File: src/can_id_mask_filter_table_macros.svh
// Assertion macros shared by the acceptance filter table RTL.
`ifndef CAN_ID_MASK_FILTER_TABLE_MACROS_SVH
`define CAN_ID_MASK_FILTER_TABLE_MACROS_SVH

`ifndef SYNTHESIS
// Checked on every rising edge outside reset.
`define CMFT_ASSERT(lbl, prop, msg) \
  lbl: assert property (@(posedge clk_i) disable iff (!rst_ni) prop) else $error(msg);
// Checked on every rising edge, during reset as well.
`define CMFT_ASSERT_ALWAYS(lbl, prop, msg) \
  lbl: assert property (@(posedge clk_i) prop) else $error(msg);
`else
`define CMFT_ASSERT(lbl, prop, msg)
`define CMFT_ASSERT_ALWAYS(lbl, prop, msg)
`endif

`endif

File: src/cmft_pkg.sv
// Types and constants of the CAN acceptance filter table.
`timescale 1ns / 1ps

package cmft_pkg;

  localparam int unsigned FuncW      = 2;
  localparam int unsigned IdW        = 29;
  localparam int unsigned DataW      = 64;
  localparam int unsigned KindW      = 2;
  localparam int unsigned OutIdxW    = 5;
  localparam int unsigned ElapsedW   = 16;
  localparam int unsigned MaxResults = 32;
  localparam int unsigned ResCntW    = 6;

  localparam logic [ElapsedW-1:0] ElapsedMax   = 16'hFFFF;
  localparam logic [ElapsedW-1:0] TimeoutReset = 16'd2000;

  typedef logic [IdW-1:0]     id_t;
  typedef logic [OutIdxW-1:0] out_idx_t;

  typedef enum logic [FuncW-1:0] {
    FUNC_ADD   = 2'd0,
    FUNC_FRAME = 2'd1,
    FUNC_TICK  = 2'd2
  } func_e;

  typedef enum logic [KindW-1:0] {
    KIND_ADDED = 2'd0,
    KIND_FULL  = 2'd1,
    KIND_MATCH = 2'd2,
    KIND_TICK  = 2'd3
  } kind_e;

endpackage

File: src/can_id_mask_filter_table.sv
// Add and tick give their result in the cycle after the item is accepted.
// A frame walks the filter memory one entry a cycle through its single read port,
// unless a busy output stalls it; its last result leaves at the end of the walk.
// One item at a time: the next item is accepted once the walk is over.
// Reset (rst_ni low, asynchronous) empties the table, saturates the elapsed counter
// (not alive) and sets the timeout to 2000 ms; the filter memory itself is not cleared.
`timescale 1ns / 1ps

module can_id_mask_filter_table #(
  parameter int unsigned FILTER_ENTRIES = 32,
  parameter int unsigned ID_BITS        = 29
) (
  input  logic                                 clk_i,
  input  logic                                 rst_ni,
  // Configuration: timeout in milliseconds.
  input  logic                                 cfg_we_i,
  input  logic [cmft_pkg::ElapsedW-1:0]        cfg_wdata_i,
  // Input items.
  input  logic                                 in_valid_i,
  output logic                                 in_ready_o,
  input  logic [cmft_pkg::FuncW-1:0]           func_i,
  input  logic [cmft_pkg::IdW-1:0]             ident_i,
  input  logic [cmft_pkg::IdW-1:0]             mask_i,
  input  logic [cmft_pkg::DataW-1:0]           frame_data_i,
  // Result items.
  output logic                                 out_valid_o,
  input  logic                                 out_ready_i,
  output logic [cmft_pkg::KindW-1:0]           kind_o,
  output logic [cmft_pkg::OutIdxW-1:0]         match_index_o,
  output logic [cmft_pkg::IdW-1:0]             frame_id_o,
  output logic [cmft_pkg::DataW-1:0]           payload_o,
  output logic                                 alive_o,
  output logic                                 last_o
);

`include "can_id_mask_filter_table_macros.svh"

  // Index width addresses the memory; the count width must also hold the
  // number of entries itself.
  localparam int unsigned IdxW = (FILTER_ENTRIES > 1) ? $clog2(FILTER_ENTRIES) : 1;
  localparam int unsigned CntW = $clog2(FILTER_ENTRIES + 1);
  localparam int unsigned MemW = 2 * ID_BITS;

  typedef enum logic [1:0] {
    ST_IDLE,
    ST_WALK,
    ST_FLUSH
  } state_e;

  // Filter memory: each word holds {mask, identifier}. One write port used by
  // add, one registered read port used by the frame walk. The two never run at
  // the same time, so no forwarding is needed.
  logic [MemW-1:0] filter_mem [FILTER_ENTRIES];
  logic            mem_we;
  logic [IdxW-1:0] mem_waddr;
  logic [MemW-1:0] mem_wdata;
  logic            mem_re;
  logic [IdxW-1:0] mem_raddr;
  logic [MemW-1:0] mem_rdata_q;

  always_ff @(posedge clk_i) begin
    if (mem_we) begin
      filter_mem[mem_waddr] <= mem_wdata;
    end
    if (mem_re) begin
      mem_rdata_q <= filter_mem[mem_raddr];
    end
  end

  // Control and payload registers.
  state_e                         state_q, state_d;
  logic [CntW-1:0]                entry_count_q, entry_count_d;
  logic [cmft_pkg::ElapsedW-1:0]  elapsed_q, elapsed_d;
  logic [cmft_pkg::ElapsedW-1:0]  timeout_q, timeout_d;
  logic [ID_BITS-1:0]             fid_q, fid_d;
  logic [cmft_pkg::DataW-1:0]     fdata_q, fdata_d;
  logic [CntW-1:0]                rd_idx_q, rd_idx_d;
  logic                           rd_more_q, rd_more_d;
  logic                           cmp_valid_q, cmp_valid_d;
  logic [IdxW-1:0]                cmp_idx_q, cmp_idx_d;
  logic                           pend_valid_q, pend_valid_d;
  logic [IdxW-1:0]                pend_idx_q, pend_idx_d;
  logic [cmft_pkg::ResCntW-1:0]   res_cnt_q, res_cnt_d;
  logic                           out_valid_q, out_valid_d;
  cmft_pkg::kind_e                kind_q, kind_d;
  logic [cmft_pkg::OutIdxW-1:0]   idx_q, idx_d;
  logic [cmft_pkg::IdW-1:0]       frame_id_q, frame_id_d;
  logic [cmft_pkg::DataW-1:0]     payload_q, payload_d;
  logic                           alive_q, alive_d;
  logic                           last_q, last_d;

  logic               out_free;
  logic               in_accept;
  logic               out_load;
  logic [ID_BITS-1:0] ident_cut;
  logic [ID_BITS-1:0] mask_cut;
  logic [ID_BITS-1:0] stored_id;
  logic [ID_BITS-1:0] stored_mask;
  logic               hit;
  logic               produce;
  logic               stall;
  logic [CntW-1:0]    rd_idx_inc;

  assign ident_cut   = ident_i[ID_BITS-1:0];
  assign mask_cut    = mask_i[ID_BITS-1:0];
  assign stored_id   = mem_rdata_q[ID_BITS-1:0];
  assign stored_mask = mem_rdata_q[MemW-1:ID_BITS];
  assign rd_idx_inc  = rd_idx_q + CntW'(1);

  // The output register can take a new result when it is empty or its
  // current result is being taken in this cycle.
  assign out_free   = !out_valid_q || out_ready_i;
  assign in_ready_o = (state_q == ST_IDLE) && out_free;
  assign in_accept  = in_valid_i && in_ready_o;

  // Compare stage of the walk. A hit beyond the result limit still clears
  // the elapsed counter but gives no result.
  assign hit     = cmp_valid_q && (stored_id == (fid_q & stored_mask));
  assign produce = hit && (res_cnt_q < cmft_pkg::ResCntW'(cmft_pkg::MaxResults));
  // A new match must push the held one out; wait while the output is busy.
  assign stall   = produce && pend_valid_q && !out_free;

  always_comb begin
    state_d       = state_q;
    entry_count_d = entry_count_q;
    elapsed_d     = elapsed_q;
    timeout_d     = cfg_we_i ? cfg_wdata_i : timeout_q;
    fid_d         = fid_q;
    fdata_d       = fdata_q;
    rd_idx_d      = rd_idx_q;
    rd_more_d     = rd_more_q;
    cmp_valid_d   = cmp_valid_q;
    cmp_idx_d     = cmp_idx_q;
    pend_valid_d  = pend_valid_q;
    pend_idx_d    = pend_idx_q;
    res_cnt_d     = res_cnt_q;
    kind_d        = kind_q;
    idx_d         = idx_q;
    frame_id_d    = frame_id_q;
    payload_d     = payload_q;
    last_d        = last_q;
    out_load      = 1'b0;
    mem_we        = 1'b0;
    mem_waddr     = entry_count_q[IdxW-1:0];
    mem_wdata     = {mask_cut, ident_cut};
    mem_re        = 1'b0;
    mem_raddr     = rd_idx_q[IdxW-1:0];

    unique case (state_q)
      ST_IDLE: begin
        if (in_accept) begin
          unique case (func_i)
            cmft_pkg::FUNC_ADD: begin
              out_load   = 1'b1;
              frame_id_d = '0;
              payload_d  = '0;
              last_d     = 1'b1;
              if (entry_count_q < CntW'(FILTER_ENTRIES)) begin
                mem_we        = 1'b1;
                kind_d        = cmft_pkg::KIND_ADDED;
                idx_d         = cmft_pkg::out_idx_t'(entry_count_q);
                entry_count_d = entry_count_q + CntW'(1);
              end else begin
                kind_d = cmft_pkg::KIND_FULL;
                idx_d  = '0;
              end
            end
            cmft_pkg::FUNC_FRAME: begin
              fid_d       = ident_cut;
              fdata_d     = frame_data_i;
              rd_idx_d    = '0;
              rd_more_d   = 1'b1;
              cmp_valid_d = 1'b0;
              res_cnt_d   = '0;
              // An empty table gives no result at all.
              if (entry_count_q != '0) begin
                state_d = ST_WALK;
              end
            end
            cmft_pkg::FUNC_TICK: begin
              if (elapsed_q != cmft_pkg::ElapsedMax) begin
                elapsed_d = elapsed_q + cmft_pkg::ElapsedW'(1);
              end
              out_load   = 1'b1;
              kind_d     = cmft_pkg::KIND_TICK;
              idx_d      = '0;
              frame_id_d = '0;
              payload_d  = '0;
              last_d     = 1'b1;
            end
            default: begin
            end
          endcase
        end
      end

      ST_WALK: begin
        if (hit) begin
          elapsed_d = '0;
        end
        if (!stall) begin
          if (produce) begin
            if (pend_valid_q) begin
              out_load   = 1'b1;
              kind_d     = cmft_pkg::KIND_MATCH;
              idx_d      = cmft_pkg::out_idx_t'(pend_idx_q);
              frame_id_d = cmft_pkg::id_t'(fid_q);
              payload_d  = fdata_q;
              last_d     = 1'b0;
            end
            pend_valid_d = 1'b1;
            pend_idx_d   = cmp_idx_q;
            res_cnt_d    = res_cnt_q + cmft_pkg::ResCntW'(1);
          end
          if (rd_more_q) begin
            mem_re      = 1'b1;
            cmp_valid_d = 1'b1;
            cmp_idx_d   = rd_idx_q[IdxW-1:0];
            rd_idx_d    = rd_idx_inc;
            rd_more_d   = (rd_idx_inc < entry_count_q);
          end else begin
            cmp_valid_d = 1'b0;
          end
        end
        if (!rd_more_q && !cmp_valid_q) begin
          state_d = ST_FLUSH;
        end
      end

      ST_FLUSH: begin
        if (!pend_valid_q) begin
          state_d = ST_IDLE;
        end else if (out_free) begin
          out_load     = 1'b1;
          kind_d       = cmft_pkg::KIND_MATCH;
          idx_d        = cmft_pkg::out_idx_t'(pend_idx_q);
          frame_id_d   = cmft_pkg::id_t'(fid_q);
          payload_d    = fdata_q;
          last_d       = 1'b1;
          pend_valid_d = 1'b0;
          state_d      = ST_IDLE;
        end
      end

      default: begin
        state_d = ST_IDLE;
      end
    endcase

    // Alive is taken after this item's update of the elapsed counter.
    alive_d     = out_load ? (elapsed_d < timeout_q) : alive_q;
    out_valid_d = out_load ? 1'b1 : (out_ready_i ? 1'b0 : out_valid_q);
  end

  always_ff @(posedge clk_i or negedge rst_ni) begin
    if (!rst_ni) begin
      state_q       <= ST_IDLE;
      entry_count_q <= '0;
      elapsed_q     <= cmft_pkg::ElapsedMax;
      timeout_q     <= cmft_pkg::TimeoutReset;
      fid_q         <= '0;
      fdata_q       <= '0;
      rd_idx_q      <= '0;
      rd_more_q     <= 1'b0;
      cmp_valid_q   <= 1'b0;
      cmp_idx_q     <= '0;
      pend_valid_q  <= 1'b0;
      pend_idx_q    <= '0;
      res_cnt_q     <= '0;
      out_valid_q   <= 1'b0;
      kind_q        <= cmft_pkg::KIND_ADDED;
      idx_q         <= '0;
      frame_id_q    <= '0;
      payload_q     <= '0;
      alive_q       <= 1'b0;
      last_q        <= 1'b0;
    end else begin
      state_q       <= state_d;
      entry_count_q <= entry_count_d;
      elapsed_q     <= elapsed_d;
      timeout_q     <= timeout_d;
      fid_q         <= fid_d;
      fdata_q       <= fdata_d;
      rd_idx_q      <= rd_idx_d;
      rd_more_q     <= rd_more_d;
      cmp_valid_q   <= cmp_valid_d;
      cmp_idx_q     <= cmp_idx_d;
      pend_valid_q  <= pend_valid_d;
      pend_idx_q    <= pend_idx_d;
      res_cnt_q     <= res_cnt_d;
      out_valid_q   <= out_valid_d;
      kind_q        <= kind_d;
      idx_q         <= idx_d;
      frame_id_q    <= frame_id_d;
      payload_q     <= payload_d;
      alive_q       <= alive_d;
      last_q        <= last_d;
    end
  end

  assign out_valid_o   = out_valid_q;
  assign kind_o        = kind_q;
  assign match_index_o = idx_q;
  assign frame_id_o    = frame_id_q;
  assign payload_o     = payload_q;
  assign alive_o       = alive_q;
  assign last_o        = last_q;

  // The table never holds more entries than the memory has words.
  `CMFT_ASSERT(a_count_bound, entry_count_q <= CntW'(FILTER_ENTRIES), "entry count overflow")
  // A result is only loaded when the output register can take it.
  `CMFT_ASSERT_ALWAYS(a_no_overwrite, out_load |-> out_free, "result overwritten")
  // A held match never survives the end of a frame walk.
  `CMFT_ASSERT(a_pend_idle, (state_q == ST_IDLE) |-> !pend_valid_q, "match left behind")
  // The compare stage is empty whenever a new item may be accepted.
  `CMFT_ASSERT(a_cmp_idle, (state_q == ST_IDLE) |-> !cmp_valid_q, "compare stage busy")
  // The number of results of one frame stays within the limit.
  `CMFT_ASSERT(a_res_bound, res_cnt_q <= cmft_pkg::ResCntW'(cmft_pkg::MaxResults),
               "too many results")

endmodule

File: config.mk
export PLATFORM = sky130hd
export DESIGN_NAME = can_id_mask_filter_table
export DESIGN_NICKNAME = d
export VERILOG_FILES = /design/src/cmft_pkg.sv /design/src/can_id_mask_filter_table.sv
export VERILOG_INCLUDE_DIRS = /design/src /design/src/src
export SDC_FILE = /design/constraint.sdc
export NUM_CORES = 2
export LEC_CHECK = 0
export ABC_AREA = 0
export BUFFER_PORTS_ARGS = -buffer_cell sky130_fd_sc_hd__buf_2
export CORE_UTILIZATION = 57
export CTS_CLUSTER_SIZE = 8
export DETAILED_ROUTE_END_ITERATION = 10
export PLACE_DENSITY = 0.74
export SETUP_SLACK_MARGIN = 0.15
export SYNTH_ARGS = -nofsm -noshare
export SYNTH_HDL_FRONTEND = slang
export SYNTH_SLANG_ARGS = --single-unit
File: constraint.sdc
create_clock -name clk_i -period 14.8 [get_ports clk_i]
set_clock_uncertainty 0.2 [all_clocks]
set_input_delay 1.48 -clock clk_i [delete_from_list [all_inputs] [get_ports clk_i]]
set_output_delay 1.48 -clock clk_i [all_outputs]
set_load 0.03 [all_outputs]
==> metrics.txt <==
# TYPE chip_impl_metric gauge
chip_impl_metric{name="p_per_cell_area",unit="nW/µm²"} 181
chip_impl_metric{name="power.leakage",unit="nW"} 32.6
chip_impl_metric{name="number_of_antenna_violations_at_the_first_check_in_global_routing",unit=""} 12
chip_impl_metric{name="synth_area_per_cell",unit="µm²"} 17.2
chip_impl_metric{name="layout-area-overhead-vs-synth",unit="%"} 14.3
chip_impl_metric{name="ios",unit=""} 249
chip_impl_metric{name="worst_setup_hold_path_clk_slew",unit="ns"} 0.05
chip_impl_metric{name="die_area",unit="µm²"} 151000
chip_impl_metric{name="stdcell_count",unit=""} 7326
chip_impl_metric{name="final_period_minus_worst_setup_slack",unit="ns"} 5.11
chip_impl_info{name="run_status",value="finished, final reports clean"} 1
chip_impl_metric{name="met3_wirelength",unit="µm"} 24400
chip_impl_metric{name="die_h",unit="µm"} 388
chip_impl_info{name="timing.critical_path.to_type",value="register"} 1
chip_impl_metric{name="stdcell_area",unit="µm²"} 97100
chip_impl_metric{name="placementRows",unit=""} 141
chip_impl_metric{name="post_cts.repair.setup_buffers",unit=""} 0
chip_impl_metric{name="synth-seq-area-share",unit="%"} 75.3
chip_impl_metric{name="slew_headroom",unit="%"} 19.0
chip_impl_metric{name="synth_edf_count",unit=""} 1914
chip_impl_metric{name="initial_utilization",unit="%"} 57.5
chip_impl_metric{name="numCtsBuffers",unit=""} 322
chip_impl_metric{name="critical_path.max_stage_delay",unit="ns"} 0.85
chip_impl_info{name="rsz0062_at_grt",value="no"} 1
chip_impl_metric{name="num_vias",unit=""} 48200
chip_impl_metric{name="vdd_ir_drop_max",unit="V"} 0.000172
chip_impl_metric{name="max_freq",unit="MHz"} 196
chip_impl_metric{name="nets",unit=""} 5469
chip_impl_metric{name="synth-seq-cells",unit=""} 2175
chip_impl_metric{name="cts_repair_resize_count",unit=""} 0
chip_impl_metric{name="asyncSetResetFlopFracSynth",unit="%"} 12.0
chip_impl_metric{name="grt-ovfl-total",unit=""} 0
chip_impl_metric{name="dieWidth",unit="µm"} 388
chip_impl_metric{name="fillerInstances",unit=""} 9574
chip_impl_metric{name="wl_met1",unit="µm"} 83500
chip_impl_metric{name="cts-hold-fix-buffers",unit=""} 0
chip_impl_info{name="hold_path_class",value="reg -> reg"} 1
chip_impl_metric{name="detail-route-antenna-nets",unit=""} 0
chip_impl_metric{name="initialDrtViolationCount",unit=""} 5462
chip_impl_metric{name="place.detailed.hpwl",unit="µm"} 121000
chip_impl_metric{name="drt_drc_violations_left",unit=""} 0
chip_impl_metric{name="grt_use_total",unit="%"} 29.2
chip_impl_metric{name="crit_arrival",unit="ns"} 5.72
chip_impl_metric{name="core_area",unit="µm²"} 148000
chip_impl_info{name="route.top_layer_used",value="met5"} 1
chip_impl_metric{name="port_buffers",unit=""} 248
chip_impl_info{name="yosys-top-cells-area",value="sky130_fd_sc_hd__edfxtp_1, sky130_fd_sc_hd__dfrtp_1, sky130_fd_sc_hd__mux4_2"} 1
chip_impl_metric{name="finalHoldViolCount",unit=""} 0
chip_impl_info{name="cell_breakdown_of_the_critical_path",value="a21o_1 > a211oi_2 > nand4_1 > nor4_4 > nand2_1 > a21boi_0 > buf_4 > a22o_1 > ha_1 > a21o_1 > a21o_1 > a211o_1 > o211ai_1 > a21oi_1 > a2111oi_0 > mux2_2"} 1
chip_impl_metric{name="critPathRequiredTime",unit="ns"} 15.41
chip_impl_info{name="dominant_synthesized_flop_cell",value="sky130_fd_sc_hd__edfxtp_1"} 1
chip_impl_info{name="synthMostInstantiatedCell",value="sky130_fd_sc_hd__edfxtp_1"} 1
chip_impl_info{name="synth_top_area_cell",value="sky130_fd_sc_hd__edfxtp_1"} 1
chip_impl_metric{name="worst-path-buf-inv",unit=""} 1
chip_impl_metric{name="grt_max_degree",unit=""} 138
chip_impl_metric{name="netlist_area",unit="µm²"} 85000
chip_impl_info{name="tritoncts",value="done"} 1
chip_impl_metric{name="place_area",unit="µm²"} 88500
chip_impl_metric{name="detailedRoute.firstPassIterationCount",unit=""} 7
chip_impl_info{name="ctsRootBufferMaster",value="sky130_fd_sc_hd__clkbuf_16"} 1
chip_impl_metric{name="final-setup-viol-count",unit=""} 0
chip_impl_metric{name="period_share",unit="%"} 34.5
chip_impl_metric{name="post_synth_num_cell_types",unit=""} 62
chip_impl_metric{name="synth.yosys.warnings",unit=""} 0
chip_impl_metric{name="clock_insertion_delay_worst_skew",unit="ns"} 0.93
chip_impl_metric{name="worst_slew_pin_slew",unit="ns"} 1.21
chip_impl_info{name="post_synth_most_frequent_cells",value="sky130_fd_sc_hd__edfxtp_1, sky130_fd_sc_hd__nand2_1, sky130_fd_sc_hd__o21ai_0"} 1
chip_impl_metric{name="route.final.wire_length",unit="µm"} 220000
chip_impl_metric{name="timing.setup.tns",unit="ns"} 0
chip_impl_info{name="critical_path_s_most_frequent_cell",value="sky130_fd_sc_hd__a21o_1"} 1
chip_impl_metric{name="hold-worst-slack",unit="ns"} 0.272
chip_impl_metric{name="syn_inst",unit=""} 4930
chip_impl_metric{name="drt-wirelength-per-cell",unit="µm"} 30.0
chip_impl_metric{name="mappedNetlistNets",unit=""} 5106
chip_impl_metric{name="gpl_wtd_cong",unit=""} 0.844
chip_impl_metric{name="drive_above_1_share",unit="%"} 21.0
chip_impl_info{name="crit_path_start_kind",value="register"} 1
chip_impl_metric{name="clock_sink_count",unit=""} 2175
chip_impl_metric{name="number_of_buffers_on_the_longest_clock_path",unit=""} 4
chip_impl_metric{name="timing.critical_path.fanout_max",unit=""} 13
chip_impl_info{name="path_class",value="reg -> reg"} 1
chip_impl_metric{name="final-max-slew-violation-count",unit=""} 0
chip_impl_metric{name="synth_top_area_share",unit="%"} 67.6
chip_impl_metric{name="h_tree_lvls",unit=""} 5
chip_impl_metric{name="vias_per_cell",unit=""} 6.58
chip_impl_metric{name="routed-wl-met2",unit="µm"} 102000
chip_impl_metric{name="place.detailed.instances",unit=""} 6899
chip_impl_info{name="cpMaxStageDelayCell",value="sky130_fd_sc_hd__nor4_4"} 1
chip_impl_metric{name="grt_first_pass_wirelength",unit="µm"} 320000
chip_impl_metric{name="grt_pass1_vias",unit=""} 48100
chip_impl_info{name="cp_top_family",value="compound AO/OA/AOI/OAI gates"} 1
chip_impl_metric{name="finalPower",unit="mW"} 17.6
chip_impl_metric{name="max_cap_viol_count",unit=""} 0
-- kinds of logic after synthesis --
kind of cell,after synthesis,synth area share (%)
AO/OA/AOI/OAI,921,6.60
XOR/XNOR,21,0.216
adder cells (fa/ha/maj),31,0.456
buffers and inverters,318,1.49
flip-flops,2175,75.3
multiplexers,742,12.4
AND/OR/NAND/NOR,722,3.52
-- cells in the final DEF (no fill, tap or decap), types with 9 or more instances in the layout --
cell and instances:
sky130_fd_sc_hd__xnor2_1 19, sky130_fd_sc_hd__nor2_4 32, sky130_fd_sc_hd__o21ai_1 14, sky130_fd_sc_hd__clkbuf_16 328, sky130_fd_sc_hd__nand4_1 15, sky130_fd_sc_hd__nand2_1 568
sky130_fd_sc_hd__nand3_1 23, sky130_fd_sc_hd__and3_1 21, sky130_fd_sc_hd__inv_1 31, sky130_fd_sc_hd__clkbuf_1 84, sky130_fd_sc_hd__mux2_2 159, sky130_fd_sc_hd__dfrtp_1 234
sky130_fd_sc_hd__o22ai_1 61, sky130_fd_sc_hd__nor2_1 18, sky130_fd_sc_hd__edfxtp_1 1914, sky130_fd_sc_hd__dfstp_2 22, sky130_fd_sc_hd__mux2i_1 351, sky130_fd_sc_hd__a21boi_0 9
sky130_fd_sc_hd__a21oi_1 205, sky130_fd_sc_hd__buf_4 72, sky130_fd_sc_hd__mux4_2 232, sky130_fd_sc_hd__ha_1 30, sky130_fd_sc_hd__o21ai_0 385, sky130_fd_sc_hd__buf_2 247
sky130_fd_sc_hd__a21o_1 13, sky130_fd_sc_hd__o221ai_1 174, sky130_fd_sc_hd__a22o_1 16, sky130_fd_sc_hd__nor4_1 9
-- area by class of cell --
class / count / area [µm²] / share of cell area (%)
multi-input combinational: 2437 / 20000 / 20.6
tap: 1930 / 2410 / 2.49
timing repair buffer: 325 / 1890 / 1.95
sequential: 2175 / 64100 / 65.9
antenna: 5 / 12.5 / 0.0129
clock buffer: 412 / 8520 / 8.77
inverter: 32 / 120 / 0.124
clock inverter: 10 / 103 / 0.106
-- worst paths after layout --
path,startpoint,endpoint,slack [ns],cells after the start
min reg2reg,fdata_q[4]$_DFFE_PN0P_,fdata_q[4]$_DFFE_PN0P_,0.27,2
min in group asynchronous,rst_ni,alive_o$_DFFE_PN0P_,0.49,1
max,mem_rdata_q[29]$_DFFE_PP_,alive_o$_DFFE_PN0P_,9.69,16
max reg2reg,mem_rdata_q[29]$_DFFE_PP_,alive_o$_DFFE_PN0P_,9.69,16
max in group asynchronous,rst_ni,fdata_q[51]$_DFFE_PN0P_,12.19,2
min,fdata_q[4]$_DFFE_PN0P_,fdata_q[4]$_DFFE_PN0P_,0.27,2
-- sequential cells by signal, summed over array words and instances, names as in the netlist, 2 cells and up --
signal         cells
entry_count_q      6
rd_idx_q           6
match_index_o      5
timeout_q         16
state_q            2
pend_idx_q         5
res_cnt_q          6
frame_id_o        29
kind_o             2
cmp_idx_q          5
elapsed_q         16
mem_rdata_q       58
payload_o         64
fid_q             29
fdata_q           64
filter_mem      1856
-- power breakdown --
part / leakage [nW] / switching, mW / internal, mW / total, mW
Clock: 4.19 / 2.42 / 3.95 / 6.37
Combinational: 7.86 / 2.44 / 1.40 / 3.84
Sequential: 20.5 / 0.288 / 7.12 / 7.41
Total: 32.6 / 5.15 / 12.5 / 17.6
-- worst register-to-register path: cells and delay by family, from the launching register on --
kind	cells	cell delay, ns
muxes	1	0.23
and+or+nand+nor	3	1.29
adders and majority gates	1	0.29
AOI/OAI and AO/OA	10	2.23
DFF	1	0.58
buffers and inverters	1	0.21
-- stage by stage --
step | setup slack (ns) | util (%)
3_3_place_gp | 9.82 | 59.9
6_report | 9.69 | 65.7
4_1_cts | 9.80 | 65.7
3_5_place_dp | 9.76 | 59.9
5_1_grt | 9.57 | 65.7
2_1_floorplan | 9.10 | -
-- routing by layer --
metal  global-route usage [%]  vias to the layer above
li1                         -                    20100
met1                     40.4                    24600
met2                     45.0                     2868
met3                     6.66                      544
met4                     12.4                        8
met5                        0                        -
No activity file was read; power rests on OpenSTA's default activity.
